===== config.mk =====
export PLATFORM = sky130hd
export DESIGN_NAME = drive_power_state_supervisor_flat
export DESIGN_NICKNAME = d
export VERILOG_FILES = /design/src/hw/rtl/dpss_pkg.sv /design/src/hw/rtl/dpss_in_if.sv /design/src/hw/rtl/dpss_out_if.sv /design/src/hw/rtl/dpss_step.sv /design/src/hw/rtl/drive_power_state_supervisor.sv /design/src/flat_wrapper.sv
export SDC_FILE = /design/constraint.sdc
export NUM_CORES = 1
export LEC_CHECK = 0
export BUFFER_PORTS_ARGS = -buffer_cell sky130_fd_sc_hd__buf_2
export CORE_UTILIZATION = 50
export DETAILED_ROUTE_END_ITERATION = 10
export PLACE_DENSITY = 0.72
export SETUP_SLACK_MARGIN = 0.15
export SYNTH_ARGS = -nofsm -noshare
export SYNTH_HDL_FRONTEND = slang
export SYNTH_SLANG_ARGS = --single-unit

===== constraint.sdc =====
create_clock -name i_clk -period 2.77 [get_ports i_clk]
set_clock_uncertainty 0.05 [all_clocks]
set_input_delay 0.4155 -clock i_clk [delete_from_list [all_inputs] [get_ports i_clk]]
set_output_delay 0.4155 -clock i_clk [all_outputs]
set_load 0.01 [all_outputs]

===== src/hw/rtl/dpss_pkg.sv =====
// Shared types and codes for the drive power state supervisor.
package dpss_pkg;

    // Power drive system states
    typedef enum logic [2:0] {
        ST_NOT_READY = 3'd0,
        ST_SOD       = 3'd1,
        ST_READY     = 3'd2,
        ST_SWON      = 3'd3,
        ST_OPEN      = 3'd4,
        ST_QSA       = 3'd5,
        ST_FRA       = 3'd6,
        ST_FAULT     = 3'd7
    } t_state;

    // Decoded controlword commands
    localparam logic [2:0] CMD_NONE     = 3'd0;
    localparam logic [2:0] CMD_SHUTDOWN = 3'd1;
    localparam logic [2:0] CMD_SWITCHON = 3'd2;
    localparam logic [2:0] CMD_ENABLE   = 3'd3;
    localparam logic [2:0] CMD_DISVOLT  = 3'd4;
    localparam logic [2:0] CMD_QSTOP    = 3'd5;

    // Drive action codes
    localparam logic [3:0] AC_NONE     = 4'd0;
    localparam logic [3:0] AC_SHUTDOWN = 4'd1;
    localparam logic [3:0] AC_SWITCHON = 4'd2;
    localparam logic [3:0] AC_ENABLE   = 4'd3;
    localparam logic [3:0] AC_DISOP    = 4'd4;
    localparam logic [3:0] AC_DISVOLT  = 4'd5;
    localparam logic [3:0] AC_QSTOP    = 4'd6;
    localparam logic [3:0] AC_FRESET   = 4'd7;
    localparam logic [3:0] AC_REACT    = 4'd8;

    // Action answers
    localparam logic [1:0] RES_BUSY  = 2'd0;
    localparam logic [1:0] RES_DONE  = 2'd1;
    localparam logic [1:0] RES_ERROR = 2'd2;

    // Takeover priorities
    localparam logic [1:0] PRIO_NONE  = 2'd0;
    localparam logic [1:0] PRIO_QSTOP = 2'd1;
    localparam logic [1:0] PRIO_VOLT  = 2'd2;

    localparam logic [7:0] MASK_RESET = 8'hFF;

    typedef struct packed {
        logic       operation;
        logic [2:0] command;
        logic       fault_reset_bit;
        logic       mode_pending;
        logic [1:0] action_result;
        logic [1:0] reaction_result;
    } t_item;

    typedef struct packed {
        t_state     drive_state;
        logic [3:0] action_called;
        logic       reaction_called;
        logic       cancel_mode;
        logic       owner_busy;
        logic       fault_reset_active;
    } t_result;

    // Supervisor context carried from tick to tick
    typedef struct packed {
        t_state     st;
        logic [2:0] pend_action;
        logic [2:0] pend_target;
        logic       reset_busy;
        logic       reset_bit_prev;
    } t_ctx;

endpackage


===== src/hw/rtl/dpss_in_if.sv =====
// Input channel carrying one supervisor tick.
interface dpss_in_if;
    logic       valid;
    logic       ready;
    logic       operation;
    logic [2:0] command;
    logic       fault_reset_bit;
    logic       mode_pending;
    logic [1:0] action_result;
    logic [1:0] reaction_result;

    modport source (
        output valid, operation, command, fault_reset_bit, mode_pending,
               action_result, reaction_result,
        input  ready
    );
    modport sink (
        input  valid, operation, command, fault_reset_bit, mode_pending,
               action_result, reaction_result,
        output ready
    );
endinterface


===== src/hw/rtl/dpss_out_if.sv =====
// Output channel carrying one supervisor result.
interface dpss_out_if;
    logic       valid;
    logic       ready;
    logic [2:0] drive_state;
    logic [3:0] action_called;
    logic       reaction_called;
    logic       cancel_mode;
    logic       owner_busy;
    logic       fault_reset_active;

    modport source (
        output valid, drive_state, action_called, reaction_called, cancel_mode,
               owner_busy, fault_reset_active,
        input  ready
    );
    modport sink (
        input  valid, drive_state, action_called, reaction_called, cancel_mode,
               owner_busy, fault_reset_active,
        output ready
    );
endinterface


===== src/hw/rtl/dpss_step.sv =====
// Combinational next-context and result logic for one supervisor tick.
module dpss_step (
    input  dpss_pkg::t_item   i_item,
    input  dpss_pkg::t_ctx    i_ctx,
    input  logic [7:0]        i_mask,
    output dpss_pkg::t_ctx    o_ctx,
    output dpss_pkg::t_result o_res
);
    import dpss_pkg::*;

    typedef struct packed {
        logic       hit;
        logic [1:0] res;
    } t_call;

    // Call one action: a missing action answers error and is not reported
    function automatic t_call f_call(input logic [3:0] code, input logic [7:0] mask,
                                     input logic [1:0] ares, input logic [1:0] rres);
        t_call      c;
        logic [2:0] idx;
        logic [1:0] raw;
        idx   = 3'(code - 4'd1);
        raw   = (code == AC_REACT) ? rres : ares;
        c.hit = mask[idx];
        if (!c.hit) begin
            c.res = RES_ERROR;
        end else if (raw == RES_BUSY || raw == RES_DONE) begin
            c.res = raw;
        end else begin
            c.res = RES_ERROR;
        end
        return c;
    endfunction

    t_state     st;
    t_state     act_tgt;
    t_state     tk_tgt;
    logic [2:0] pa;
    logic [2:0] pt;
    logic       rip;
    logic       prev;
    logic [3:0] called;
    logic       react2;
    logic       cancel;
    logic       edge_det;
    logic       tk;
    logic [3:0] tk_code;
    logic [1:0] want;
    logic [1:0] have;
    logic       run_act;
    logic [3:0] act_code;
    logic       run_react;
    logic       run_freset;
    t_call      c_act;
    t_call      c_fr;
    t_call      c_re;

    always_comb begin
        st         = i_ctx.st;
        pa         = i_ctx.pend_action;
        pt         = i_ctx.pend_target;
        rip        = i_ctx.reset_busy;
        prev       = i_ctx.reset_bit_prev;
        called     = AC_NONE;
        react2     = 1'b0;
        cancel     = 1'b0;
        run_act    = 1'b0;
        act_code   = AC_NONE;
        act_tgt    = ST_NOT_READY;
        run_react  = 1'b0;
        run_freset = 1'b0;
        edge_det   = i_item.fault_reset_bit && !i_ctx.reset_bit_prev;
        tk_code    = AC_NONE;
        tk_tgt     = ST_NOT_READY;
        want       = PRIO_NONE;
        c_act      = '0;
        c_fr       = '0;
        c_re       = '0;

        // Pick a safety takeover candidate
        if (i_item.command == CMD_DISVOLT) begin
            tk_code = AC_DISVOLT;
            tk_tgt  = ST_SOD;
            want    = PRIO_VOLT;
        end else if (i_item.command == CMD_QSTOP &&
                     (i_ctx.st == ST_OPEN || i_ctx.pend_target == ST_OPEN)) begin
            tk_code = AC_QSTOP;
            tk_tgt  = ST_QSA;
            want    = PRIO_QSTOP;
        end
        have = (i_ctx.pend_target == ST_SOD) ? PRIO_VOLT :
               (i_ctx.pend_target == ST_QSA) ? PRIO_QSTOP : PRIO_NONE;
        tk   = (want != PRIO_NONE) &&
               (i_ctx.pend_action != 3'd0 || i_item.mode_pending) && (have < want);

        // Decide what this tick launches
        if (i_item.operation) begin
            if (!(i_ctx.st == ST_FAULT && !i_ctx.reset_busy &&
                  i_ctx.pend_action == 3'd0 && !i_item.mode_pending)) begin
                cancel    = i_item.mode_pending;
                pa        = 3'd0;
                pt        = 3'd0;
                rip       = 1'b0;
                st        = ST_FRA;
                run_react = 1'b1;
            end
        end else begin
            prev = i_item.fault_reset_bit;
            if (tk) begin
                cancel   = i_item.mode_pending;
                rip      = 1'b0;
                run_act  = 1'b1;
                act_code = tk_code;
                act_tgt  = tk_tgt;
            end else if (i_item.mode_pending) begin
                run_act = 1'b0;
            end else if (i_ctx.pend_action != 3'd0) begin
                run_act  = 1'b1;
                act_code = {1'b0, i_ctx.pend_action};
                act_tgt  = t_state'(i_ctx.pend_target);
            end else begin
                case (i_ctx.st)
                    ST_NOT_READY: begin
                        st = ST_SOD;
                    end
                    ST_SOD: begin
                        if (i_item.command == CMD_SHUTDOWN) begin
                            run_act = 1'b1; act_code = AC_SHUTDOWN; act_tgt = ST_READY;
                        end
                    end
                    ST_READY: begin
                        if (i_item.command == CMD_DISVOLT) begin
                            run_act = 1'b1; act_code = AC_DISVOLT; act_tgt = ST_SOD;
                        end else if (i_item.command == CMD_SWITCHON) begin
                            run_act = 1'b1; act_code = AC_SWITCHON; act_tgt = ST_SWON;
                        end
                    end
                    ST_SWON: begin
                        if (i_item.command == CMD_DISVOLT) begin
                            run_act = 1'b1; act_code = AC_DISVOLT; act_tgt = ST_SOD;
                        end else if (i_item.command == CMD_SHUTDOWN) begin
                            run_act = 1'b1; act_code = AC_SHUTDOWN; act_tgt = ST_READY;
                        end else if (i_item.command == CMD_ENABLE) begin
                            run_act = 1'b1; act_code = AC_ENABLE; act_tgt = ST_OPEN;
                        end
                    end
                    ST_OPEN: begin
                        if (i_item.command == CMD_QSTOP) begin
                            run_act = 1'b1; act_code = AC_QSTOP; act_tgt = ST_QSA;
                        end else if (i_item.command == CMD_DISVOLT) begin
                            run_act = 1'b1; act_code = AC_DISVOLT; act_tgt = ST_SOD;
                        end else if (i_item.command == CMD_SHUTDOWN) begin
                            run_act = 1'b1; act_code = AC_SHUTDOWN; act_tgt = ST_READY;
                        end else if (i_item.command == CMD_SWITCHON) begin
                            run_act = 1'b1; act_code = AC_DISOP; act_tgt = ST_SWON;
                        end
                    end
                    ST_QSA: begin
                        if (i_item.command == CMD_DISVOLT) begin
                            run_act = 1'b1; act_code = AC_DISVOLT; act_tgt = ST_SOD;
                        end
                    end
                    ST_FRA: begin
                        run_react = 1'b1;
                    end
                    default: begin
                        if (i_ctx.reset_busy || edge_det) begin
                            rip        = 1'b1;
                            run_freset = 1'b1;
                        end
                    end
                endcase
            end
        end

        // Run the drive action, latch it while busy
        if (run_act) begin
            c_act = f_call(act_code, i_mask, i_item.action_result, i_item.reaction_result);
            if (c_act.hit) begin
                called = act_code;
            end
            if (c_act.res == RES_BUSY) begin
                pa = act_code[2:0];
                pt = act_tgt;
            end else begin
                pa = 3'd0;
                pt = 3'd0;
                if (c_act.res == RES_DONE) begin
                    st = act_tgt;
                end else begin
                    rip = 1'b0;
                    st  = ST_FRA;
                end
            end
        end

        // A takeover that lands in fault reaction also runs the reaction
        if (tk && !i_item.operation && st == ST_FRA) begin
            run_react = 1'b1;
        end

        // Run the fault reset
        if (run_freset) begin
            c_fr = f_call(AC_FRESET, i_mask, i_item.action_result, i_item.reaction_result);
            if (c_fr.hit) begin
                called = AC_FRESET;
            end
            if (c_fr.res != RES_BUSY) begin
                rip = 1'b0;
                st  = (c_fr.res == RES_DONE) ? ST_SOD : ST_FRA;
            end
        end

        // Run the fault reaction
        if (run_react) begin
            c_re = f_call(AC_REACT, i_mask, i_item.action_result, i_item.reaction_result);
            if (c_re.hit) begin
                if (called == AC_NONE) begin
                    called = AC_REACT;
                end else begin
                    react2 = 1'b1;
                end
            end
            if (c_re.res != RES_BUSY) begin
                st = ST_FAULT;
            end
        end
    end

    // Pack next context and result
    always_comb begin
        o_ctx.st                 = st;
        o_ctx.pend_action        = pa;
        o_ctx.pend_target        = pt;
        o_ctx.reset_busy         = rip;
        o_ctx.reset_bit_prev     = prev;
        o_res.drive_state        = st;
        o_res.action_called      = called;
        o_res.reaction_called    = react2;
        o_res.cancel_mode        = cancel;
        o_res.owner_busy         = (pa != 3'd0);
        o_res.fault_reset_active = rip;
    end

endmodule


===== src/hw/rtl/drive_power_state_supervisor.sv =====
// CiA 402 drive power state supervisor: input register, step logic, result register.
// A tick waits in the input register until the result register can take its result.
// Throughput: one tick per cycle while the sink takes results; the context advances once per tick.
// The next tick is taken while a finished result waits in the result register.
// Reset (synchronous, active low): state not ready to switch on, no action latched,
// no fault reset in progress, reset bit history low, action mask all ones, channels empty.
module drive_power_state_supervisor (
    input  logic       i_clk,
    input  logic       i_rst_n,
    input  logic       i_cfg_we,
    input  logic [7:0] i_cfg_wdata,
    dpss_in_if.sink    i_in,
    dpss_out_if.source o_out
);
    import dpss_pkg::*;

    logic      r_item_vld;
    t_item     r_item;
    logic      r_res_vld;
    t_result   r_res;
    t_ctx      r_ctx;
    logic [7:0] r_mask;
    t_ctx      n_ctx;
    t_result   n_res;
    logic      adv;
    logic      in_fire;

    assign adv        = r_item_vld && (!r_res_vld || o_out.ready);
    assign i_in.ready = !r_item_vld || adv;
    assign in_fire    = i_in.valid && i_in.ready;

    // Hold the action mask
    always_ff @(posedge i_clk) begin
        if (!i_rst_n) begin
            r_mask <= MASK_RESET;
        end else if (i_cfg_we) begin
            r_mask <= i_cfg_wdata;
        end
    end

    // Capture the input transfer
    always_ff @(posedge i_clk) begin
        if (!i_rst_n) begin
            r_item_vld <= 1'b0;
        end else if (in_fire) begin
            r_item_vld <= 1'b1;
        end else if (adv) begin
            r_item_vld <= 1'b0;
        end
    end

    always_ff @(posedge i_clk) begin
        if (in_fire) begin
            r_item.operation       <= i_in.operation;
            r_item.command         <= i_in.command;
            r_item.fault_reset_bit <= i_in.fault_reset_bit;
            r_item.mode_pending    <= i_in.mode_pending;
            r_item.action_result   <= i_in.action_result;
            r_item.reaction_result <= i_in.reaction_result;
        end
    end

    dpss_step u_step (
        .i_item (r_item),
        .i_ctx  (r_ctx),
        .i_mask (r_mask),
        .o_ctx  (n_ctx),
        .o_res  (n_res)
    );

    // Advance the supervisor context once per tick
    always_ff @(posedge i_clk) begin
        if (!i_rst_n) begin
            r_ctx.st             <= ST_NOT_READY;
            r_ctx.pend_action    <= 3'd0;
            r_ctx.pend_target    <= 3'd0;
            r_ctx.reset_busy     <= 1'b0;
            r_ctx.reset_bit_prev <= 1'b0;
        end else if (adv) begin
            r_ctx <= n_ctx;
        end
    end

    // Hold the result until the sink takes it
    always_ff @(posedge i_clk) begin
        if (!i_rst_n) begin
            r_res_vld <= 1'b0;
        end else if (adv) begin
            r_res_vld <= 1'b1;
        end else if (o_out.ready) begin
            r_res_vld <= 1'b0;
        end
    end

    always_ff @(posedge i_clk) begin
        if (adv) begin
            r_res <= n_res;
        end
    end

    assign o_out.valid              = r_res_vld;
    assign o_out.drive_state        = r_res.drive_state;
    assign o_out.action_called      = r_res.action_called;
    assign o_out.reaction_called    = r_res.reaction_called;
    assign o_out.cancel_mode        = r_res.cancel_mode;
    assign o_out.owner_busy         = r_res.owner_busy;
    assign o_out.fault_reset_active = r_res.fault_reset_active;

endmodule

===== src/flat_wrapper.sv =====
// flat-port wrapper written by rule: the top's interface ports become plain ports
module drive_power_state_supervisor_flat import dpss_pkg::*;
  (i_clk, i_rst_n, i_cfg_we, i_cfg_wdata, i_in_valid, i_in_operation, i_in_command, i_in_fault_reset_bit, i_in_mode_pending, i_in_action_result, i_in_reaction_result, i_in_ready, o_out_valid, o_out_drive_state, o_out_action_called, o_out_reaction_called, o_out_cancel_mode, o_out_owner_busy, o_out_fault_reset_active, o_out_ready);
  dpss_in_if i_in_i ();
  dpss_out_if o_out_i ();
  input  logic i_clk;
  input  logic i_rst_n;
  input  logic i_cfg_we;
  input  logic [7:0] i_cfg_wdata;
  input wire logic [$bits(i_in_i.valid)-1:0] i_in_valid;
  input wire logic [$bits(i_in_i.operation)-1:0] i_in_operation;
  input wire logic [$bits(i_in_i.command)-1:0] i_in_command;
  input wire logic [$bits(i_in_i.fault_reset_bit)-1:0] i_in_fault_reset_bit;
  input wire logic [$bits(i_in_i.mode_pending)-1:0] i_in_mode_pending;
  input wire logic [$bits(i_in_i.action_result)-1:0] i_in_action_result;
  input wire logic [$bits(i_in_i.reaction_result)-1:0] i_in_reaction_result;
  output wire logic [$bits(i_in_i.ready)-1:0] i_in_ready;
  output wire logic [$bits(o_out_i.valid)-1:0] o_out_valid;
  output wire logic [$bits(o_out_i.drive_state)-1:0] o_out_drive_state;
  output wire logic [$bits(o_out_i.action_called)-1:0] o_out_action_called;
  output wire logic [$bits(o_out_i.reaction_called)-1:0] o_out_reaction_called;
  output wire logic [$bits(o_out_i.cancel_mode)-1:0] o_out_cancel_mode;
  output wire logic [$bits(o_out_i.owner_busy)-1:0] o_out_owner_busy;
  output wire logic [$bits(o_out_i.fault_reset_active)-1:0] o_out_fault_reset_active;
  input wire logic [$bits(o_out_i.ready)-1:0] o_out_ready;
  assign i_in_i.valid = i_in_valid;
  assign i_in_i.operation = i_in_operation;
  assign i_in_i.command = i_in_command;
  assign i_in_i.fault_reset_bit = i_in_fault_reset_bit;
  assign i_in_i.mode_pending = i_in_mode_pending;
  assign i_in_i.action_result = i_in_action_result;
  assign i_in_i.reaction_result = i_in_reaction_result;
  assign i_in_ready = i_in_i.ready;
  assign o_out_valid = o_out_i.valid;
  assign o_out_drive_state = o_out_i.drive_state;
  assign o_out_action_called = o_out_i.action_called;
  assign o_out_reaction_called = o_out_i.reaction_called;
  assign o_out_cancel_mode = o_out_i.cancel_mode;
  assign o_out_owner_busy = o_out_i.owner_busy;
  assign o_out_fault_reset_active = o_out_i.fault_reset_active;
  assign o_out_i.ready = o_out_ready;
  drive_power_state_supervisor u_core (.i_clk(i_clk), .i_rst_n(i_rst_n), .i_cfg_we(i_cfg_we), .i_cfg_wdata(i_cfg_wdata), .i_in(i_in_i), .o_out(o_out_i));
endmodule

==> results of run 1 <==
[flip-flops by register name (all words and copies together), names as in the netlist]
register,flops
u_core.r_item_vld,1
u_core.o_out.valid,1
u_core.o_out.drive_state,3
u_core.o_out.action_called,4
u_core.o_out.owner_busy,1
u_core.r_ctx,11
u_core.o_out.cancel_mode,1
u_core.o_out.reaction_called,1
u_core.r_item,10
u_core.r_mask,8
u_core.o_out.fault_reset_active,1
[worst max path at each step]
| stage | cells after the start | startpoint | slack, ps | endpoint |
|---|---|---|---|---|
| global route | 11 | u_core.r_item[7] | -330 | u_core.o_out.reaction_called |
| global placement | 12 | u_core.r_ctx[8] | -150 | u_core.o_out.action_called[3] |
| finish | 11 | u_core.r_item[8] | -220 | u_core.o_out.reaction_called |
| floorplan | 10 | u_core.r_ctx[7] | 70 | u_core.o_out.action_called[3] |
| CTS | 12 | u_core.r_item[8] | -90 | u_core.o_out.reaction_called |
| detailed placement | 12 | u_core.r_item[6] | -160 | u_core.o_out.action_called[3] |
[worst max-delay path, delay by kind of cell, from the launching register on]
kind	cells	cell delay [ps]
AOI/OAI and AO/OA	6	1560
buffers and inverters	1	130
DFF	1	440
and+or+nand+nor	4	540
[per-layer routing]
| layer | routed length, um | vias to the layer above | part of all wire |
|---|---|---|---|
| met4 | 257 | 0 | 0.036 |
| met5 | 0 | - | 0 |
| met2 | 3284 | 94 | 0.46 |
| met1 | 3225 | 1177 | 0.45 |
| li1 | - | 1216 | - |
| met3 | 347 | 27 | 0.049 |
[placed cells by master (no fill, tap or decap), types with 3 or more instances in the layout]
master	instances
mux2i_1	7
nor2_1	14
a31oi_1	5
nand2_1	25
o21ai_0	7
nor3_1	4
o211ai_1	3
nand3_1	3
clkbuf_8	5
a2bb2oi_1	3
o22ai_1	4
inv_1	11
a211oi_2	3
nor2b_1	17
nand2b_1	8
nor3b_2	3
xor2_1	3
a22oi_2	4
buf_4	76
a21o_1	3
dfxtp_1	20
o21ai_1	8
a21oi_1	11
buf_2	35
edfxtp_1	21
[cell families after synthesis]
| logic type | synth area share |
|---|---|
| flops | 0.4158 |
| xor+xnor | 0.01040 |
| simple gates | 0.2455 |
| buf+inv | 0.04207 |
| mux | 0.03218 |
| compound gates | 0.2540 |
[synth_stat cells (all sizes together), types with 4 or more instances]
cell     count
nand2       26
dfxtp       21
edfxtp      21
o21ai       19
nor2b       18
nor2        17
a21oi       14
inv         11
nand2b      10
clkbuf       7
mux2i        7
a31oi        6
buf          6
nor3         6
nor3b        6
a22oi        5
a21o         4
a2bb2oi      4
o211ai       4
o22ai        4
o31ai        4
[layout make-up]
| cell class | count | area (um2) |
|---|---|---|
| clock buffers | 5 | 68.82 |
| clock inverters | 3 | 68.82 |
| fillers | 323 | 1122 |
| inverters | 11 | 41.29 |
| multi-input cells | 203 | 1580 |
| flip-flops and latches | 42 | 1052 |
| well taps | 67 | 83.83 |
| repair buffers | 113 | 768.2 |
[through the flow]
| step | power [mW] | utilization | hold WS (ps) | cells |
|---|---|---|---|---|
| finish | 1.613 | 0.7655 | 233.0 | 444 |
| global route | 1.673 | 0.7655 | 218.3 | 444 |
| CTS | 1.594 | 0.7435 | 228.2 | 441 |
| detailed placement | 1.003 | 0.6810 | 419.5 | 424 |
| global placement | 0.9993 | 0.6810 | 419.9 | 424 |
| floorplan | 0.8824 | - | 392.0 | 269 |
[power groups by stage]
stage	Sequential, mW	Clock [mW]	Combinational [mW]
3_5_place_dp	0.721	0	0.283
4_1_cts	0.707	0.582	0.306
2_1_floorplan	0.718	0	0.164
6_report	0.708	0.576	0.329
5_1_grt	0.712	0.606	0.355
3_3_place_gp	0.720	0	0.280
[repair_timing]
item | in CTS | in global routing
buffers inserted | 9 | 3
pin swaps | 9 | 14
endpoints found under the setup margin | 17 | 19
gates resized for setup | 21 | 22
hold buffers | 0 | 0
==> results_dict.tcl, run 1 <==
set metrics [dict create \
    r2r_end "u_core.o_out.reaction_called" \
    pwr-share-clk 0.357 \
    p_seq_frac 0.439 \
    antenna_found_initial 0 \
    finalSetupViolations 16 \
    comb_power_share 0.204 \
    synth_nets 292 \
    grt_use_met2 0.4465 \
    grt_pass1_wl_um 11230 \
    fin_crit_sh 1.079 \
    fin_ws_ps -219.2 \
    avgViaCountPerCell 5.662 \
    reg2reg_from "u_core.r_item[8]" \
    drt_pass1_iterations 6 \
    min_from "i_in_action_result[0]" \
    mappedNetlistArea_mm2 0.002527 \
    drc 0 \
    die_w_um 73.10 \
    drv_slew 0 \
    max_stage_delay_ps 440 \
    switching_share 0.2514 \
    fin_nets 399 \
    hold_end "u_core.r_item[2]" \
    n_antenna_cell 0 \
    async_reset_ff_frac 0 \
    p_switching_mw 0.4055 \
    drive_gt1_frac 0.4589 \
    path_cells "and3b_2 > nor4bb_4 > buf_4 > o31ai_4 > a21boi_4 > a221oi_2 > nor2_4 > a2111oi_4 > a211oi_2 > a31oi_2 > nor2_1" \
    io_buffers 35 \
    yosysUniqueCellTypes 69 \
    start_util 0.5281 \
    ys_ff_latch 42 \
    fmax_ghz 0.3345 \
    synth_flop_cell "edfxtp_1" \
    h-tree-depth 2 \
    syn-instance-count 269 \
    reg2reg_depth 11 \
    overflow 0 \
    tns_ps -2300 \
    postRouteAntennaNets 0 \
    status "complete, but fails checks" \
    vdd_drop_max_uv 434.0 \
    grt_pass1_vias 2363 \
    io-pin-count 36 \
    crit_fanout 4 \
    dp_hpwl_um 5277 \
    cts_buffer_depth 2 \
    p_leak_nw 1.531 \
    slew_headroom 0.5910 \
    gp_congestion 0.9636 \
    die-area_mm2 0.005343 \
    grt_usage 0.2810 \
    rows 25 \
    cts_sinks 42 \
    hold_path_depth 1 \
    p_int_mw 1.208 \
    tightest_slew_ps 607.9 \
    crit_path_top_delay_cell "edfxtp_1" \
    dr_total_vias 2514 \
    grt_busiest_layer "met2" \
    clock_latency_ps 300 \
    wl_per_cell_um 16.02 \
    area_growth_pct 44.95 \
    cts_buffers 5 \
    worstSetupEndpointType "flop" \
    cp-start-kind "flop" \
    synth_warnings 0 \
    fin_area_mm2 0.003664 \
    synth.avg_cell_area_um2 9.396 \
    core-area_mm2 0.004786 \
    dpl_cell_area_mm2 0.003259 \
    path_clk_slew_ps 80 \
    path_class "flop to flop" \
    holdCritPathClass "input port to flop" \
    ys_seq_area_frac 0.4158 \
    synth_edf_count 21 \
    yosysTopAreaCell "edfxtp_1" \
    timing.max_cap.violations 0 \
    grt_max_degree 25 \
    pre_cts_slack_ps -157.7 \
    die_height_um 73.10 \
    first_iter_violations 212 \
    violations "setup timing" \
    synth_area_leaders "edfxtp_1, dfxtp_1, nor2b_1, nand2_1, mux2i_1" \
    wirelength_um 7115 \
    hold_violations 0 \
    worst-r2r-setup-slack_ps -220 \
    met1_usage 0.3802 \
    use_met3 0.04282 \
    fin_crit_ps 2989 \
    critical_path_arrival_ps 2990 \
    synth_top_area_frac 0.2495 \
    p_per_area_mw_per_mm2 440.3 \
    cts-root-buf "clkbuf_8" \
    cp.required_ps 2770 \
    grt_setup_unrepaired "yes" \
    cts_tree "done" \
]
No activity file was read; power rests on OpenSTA's default activity.
==> run 2, diff against run 1 <==
--- a/config.mk
+++ b/config.mk
@@ -8,6 +8,7 @@
 export BUFFER_PORTS_ARGS = -buffer_cell sky130_fd_sc_hd__buf_2
 export CORE_UTILIZATION = 50
 export DETAILED_ROUTE_END_ITERATION = 10
+export GPL_TIMING_DRIVEN = 0
 export PLACE_DENSITY = 0.72
 export SETUP_SLACK_MARGIN = 0.15
 export SYNTH_ARGS = -nofsm -noshare
==> results_dict.tcl, run 2 (synthesis gave the netlist of run 1 again) <==
set metrics [dict create \
    biggestRegsByFlops "u_core.r_ctx: 11 flops, u_core.r_item: 10 flops, u_core.r_mask: 8 flops" \
    cp-start-kind "flop" \
    drive_gt1_frac 0.4048 \
    status "complete, but fails checks" \
    start_util 0.5281 \
    die_w_um 73.10 \
    crit_fanout 6 \
    drv_slew 0 \
    avgViaCountPerCell 6.107 \
    vdd_drop_max_uv 353.0 \
    holdCritPathClass "input port to flop" \
    hold_slack_ps 245.7 \
    fin_crit_ps 3042 \
    hold_buffers 0 \
    utilization 0.7129 \
    first_iter_violations 305 \
    reg2reg_from "u_core.r_item[8]" \
    dr_total_vias 2461 \
    drt_pass1_iterations 5 \
    cts_buffers 5 \
    dpl_cell_area_mm2 0.002830 \
    postRouteAntennaNets 0 \
    hold_violations 0 \
    area_growth_pct 35.00 \
    die-area_mm2 0.005343 \
    reg2reg_depth 11 \
    critical_path_arrival_ps 3040 \
    finalSetupViolations 16 \
    overflow 0 \
    fin_area_mm2 0.003412 \
    layout_commonest_cell "buf_2" \
    worst-r2r-setup-slack_ps -270 \
    drc 0 \
    clock_latency_ps 290 \
    fin_crit_sh 1.098 \
    p_per_area_mw_per_mm2 427.5 \
    io-pin-count 36 \
    antenna_found_initial 0 \
    path_clk_slew_ps 80 \
    worstSetupEndpointType "flop" \
    cts_buffer_depth 2 \
    grt_pass1_wl_um 10210 \
    cp.required_ps 2770 \
    fmax_ghz 0.3288 \
    cts-root-buf "clkbuf_8" \
    largest_register_ffs 11 \
    cp-endpoint "u_core.o_out.action_called[3]" \
    core-area_mm2 0.004786 \
    r2r_end "u_core.o_out.action_called[3]" \
    grt_setup_unrepaired "yes" \
    timing.max_cap.violations 0 \
    p_leak_nw 1.328 \
    hold_path_depth 1 \
    die_height_um 73.10 \
    gp_congestion 0.9791 \
    grt_max_degree 21 \
    layout_common_cells "buf_2, nand2_1, buf_4, edfxtp_1, dfxtp_1" \
    dp_hpwl_um 4482 \
    h-tree-depth 2 \
    slew_headroom 0.3734 \
    min_from "i_in_action_result[0]" \
    wirelength_um 7021 \
    io_buffers 34 \
    fin_ws_ps -271.6 \
    violations "setup timing" \
    top_register "u_core.r_ctx" \
    wl_per_cell_um 17.42 \
    cts_sinks 42 \
    rows 25 \
    n_antenna_cell 0 \
    cts_tree "done" \
    path_class "flop to flop" \
    tightest_slew_ps 939.9 \
    timing.critical_path.from "u_core.r_item[8]" \
    fin_nets 358 \
    grt_usage 0.2494 \
    tns_ps -3013 \
    grt_pass1_vias 2127 \
]
run 2: cell types whose count changed in the layout (fill, tap and decap cells not counted), sizes merged:
cell	before	now
bufinv	2	0
clkinv	1	2
clkbuf	5	13
buf	113	65
run 2: through the flow:
step | power, mW | instances | worst slack, ps
CTS | 1.415 | 394 | -194.2
global route | 1.513 | 403 | -367.4
floorplan | 0.8824 | 269 | 74.65
detailed placement | 0.9471 | 370 | -473.9
finish | 1.459 | 403 | -271.6
global placement | 0.9452 | 370 | -483.3
run 2: how the worst min path moves through the flow:
stage / slack [ps] / to
final: 250 / u_core.r_item[2]
after floorplan: 390 / u_core.r_mask[1]
after global placement: 420 / u_core.r_mask[1]
after detailed placement: 410 / u_core.r_mask[1]
after global routing: 240 / u_core.r_item[2]
after CTS: 240 / u_core.r_item[2]
run 2: timing repair:
action / 4_1_cts / 5_1_grt
resized for setup: 32 / 32
pin swaps: 19 / 26
gates cloned: 0 / 0
setup buffers: 16 / 9
setup endpoints to repair: 18 / 19
run 2: report_power, final:
part | internal (mW) | leakage [nW] | total (mW) | switching (mW)
registers | 0.685 | 0.377 | 0.707 | 0.0221
clock network | 0.229 | 0.0561 | 0.434 | 0.205
logic | 0.143 | 0.895 | 0.318 | 0.175
run 2: worst max-delay path: stages, from the launching register on:
cell and delay (ps):
edfxtp_1 400, buf_6 150, and3b_2 220, nor4bb_4 160, o31ai_4 370, a21boi_4 150, a221oi_4 280, nor2_4 80
a2111oi_4 440, a211oi_2 180, a31oi_2 240, nor3b_1 70
run 2: cell type report:
cell class                      count  area [um2]
Buffer                             13       77.57
Clock inverter                      2       10.01
Clock buffer                        6       93.84
Fill cell                         358        1374
Multi-Input combinational cell    203        1669
Timing Repair Buffer               59       381.6
Tap cell                           67       83.83
Sequential cell                    42        1055
Inverter                           11       41.29
run 2: metal layers:
metal  global-route usage  up-vias  wire length [um]
met4              0.07843        0               173
met1               0.3325     1151              2889
met5                    0        -                 0
met3              0.06492       25               578
li1                     -     1135                 -
met2               0.3951      150              3379
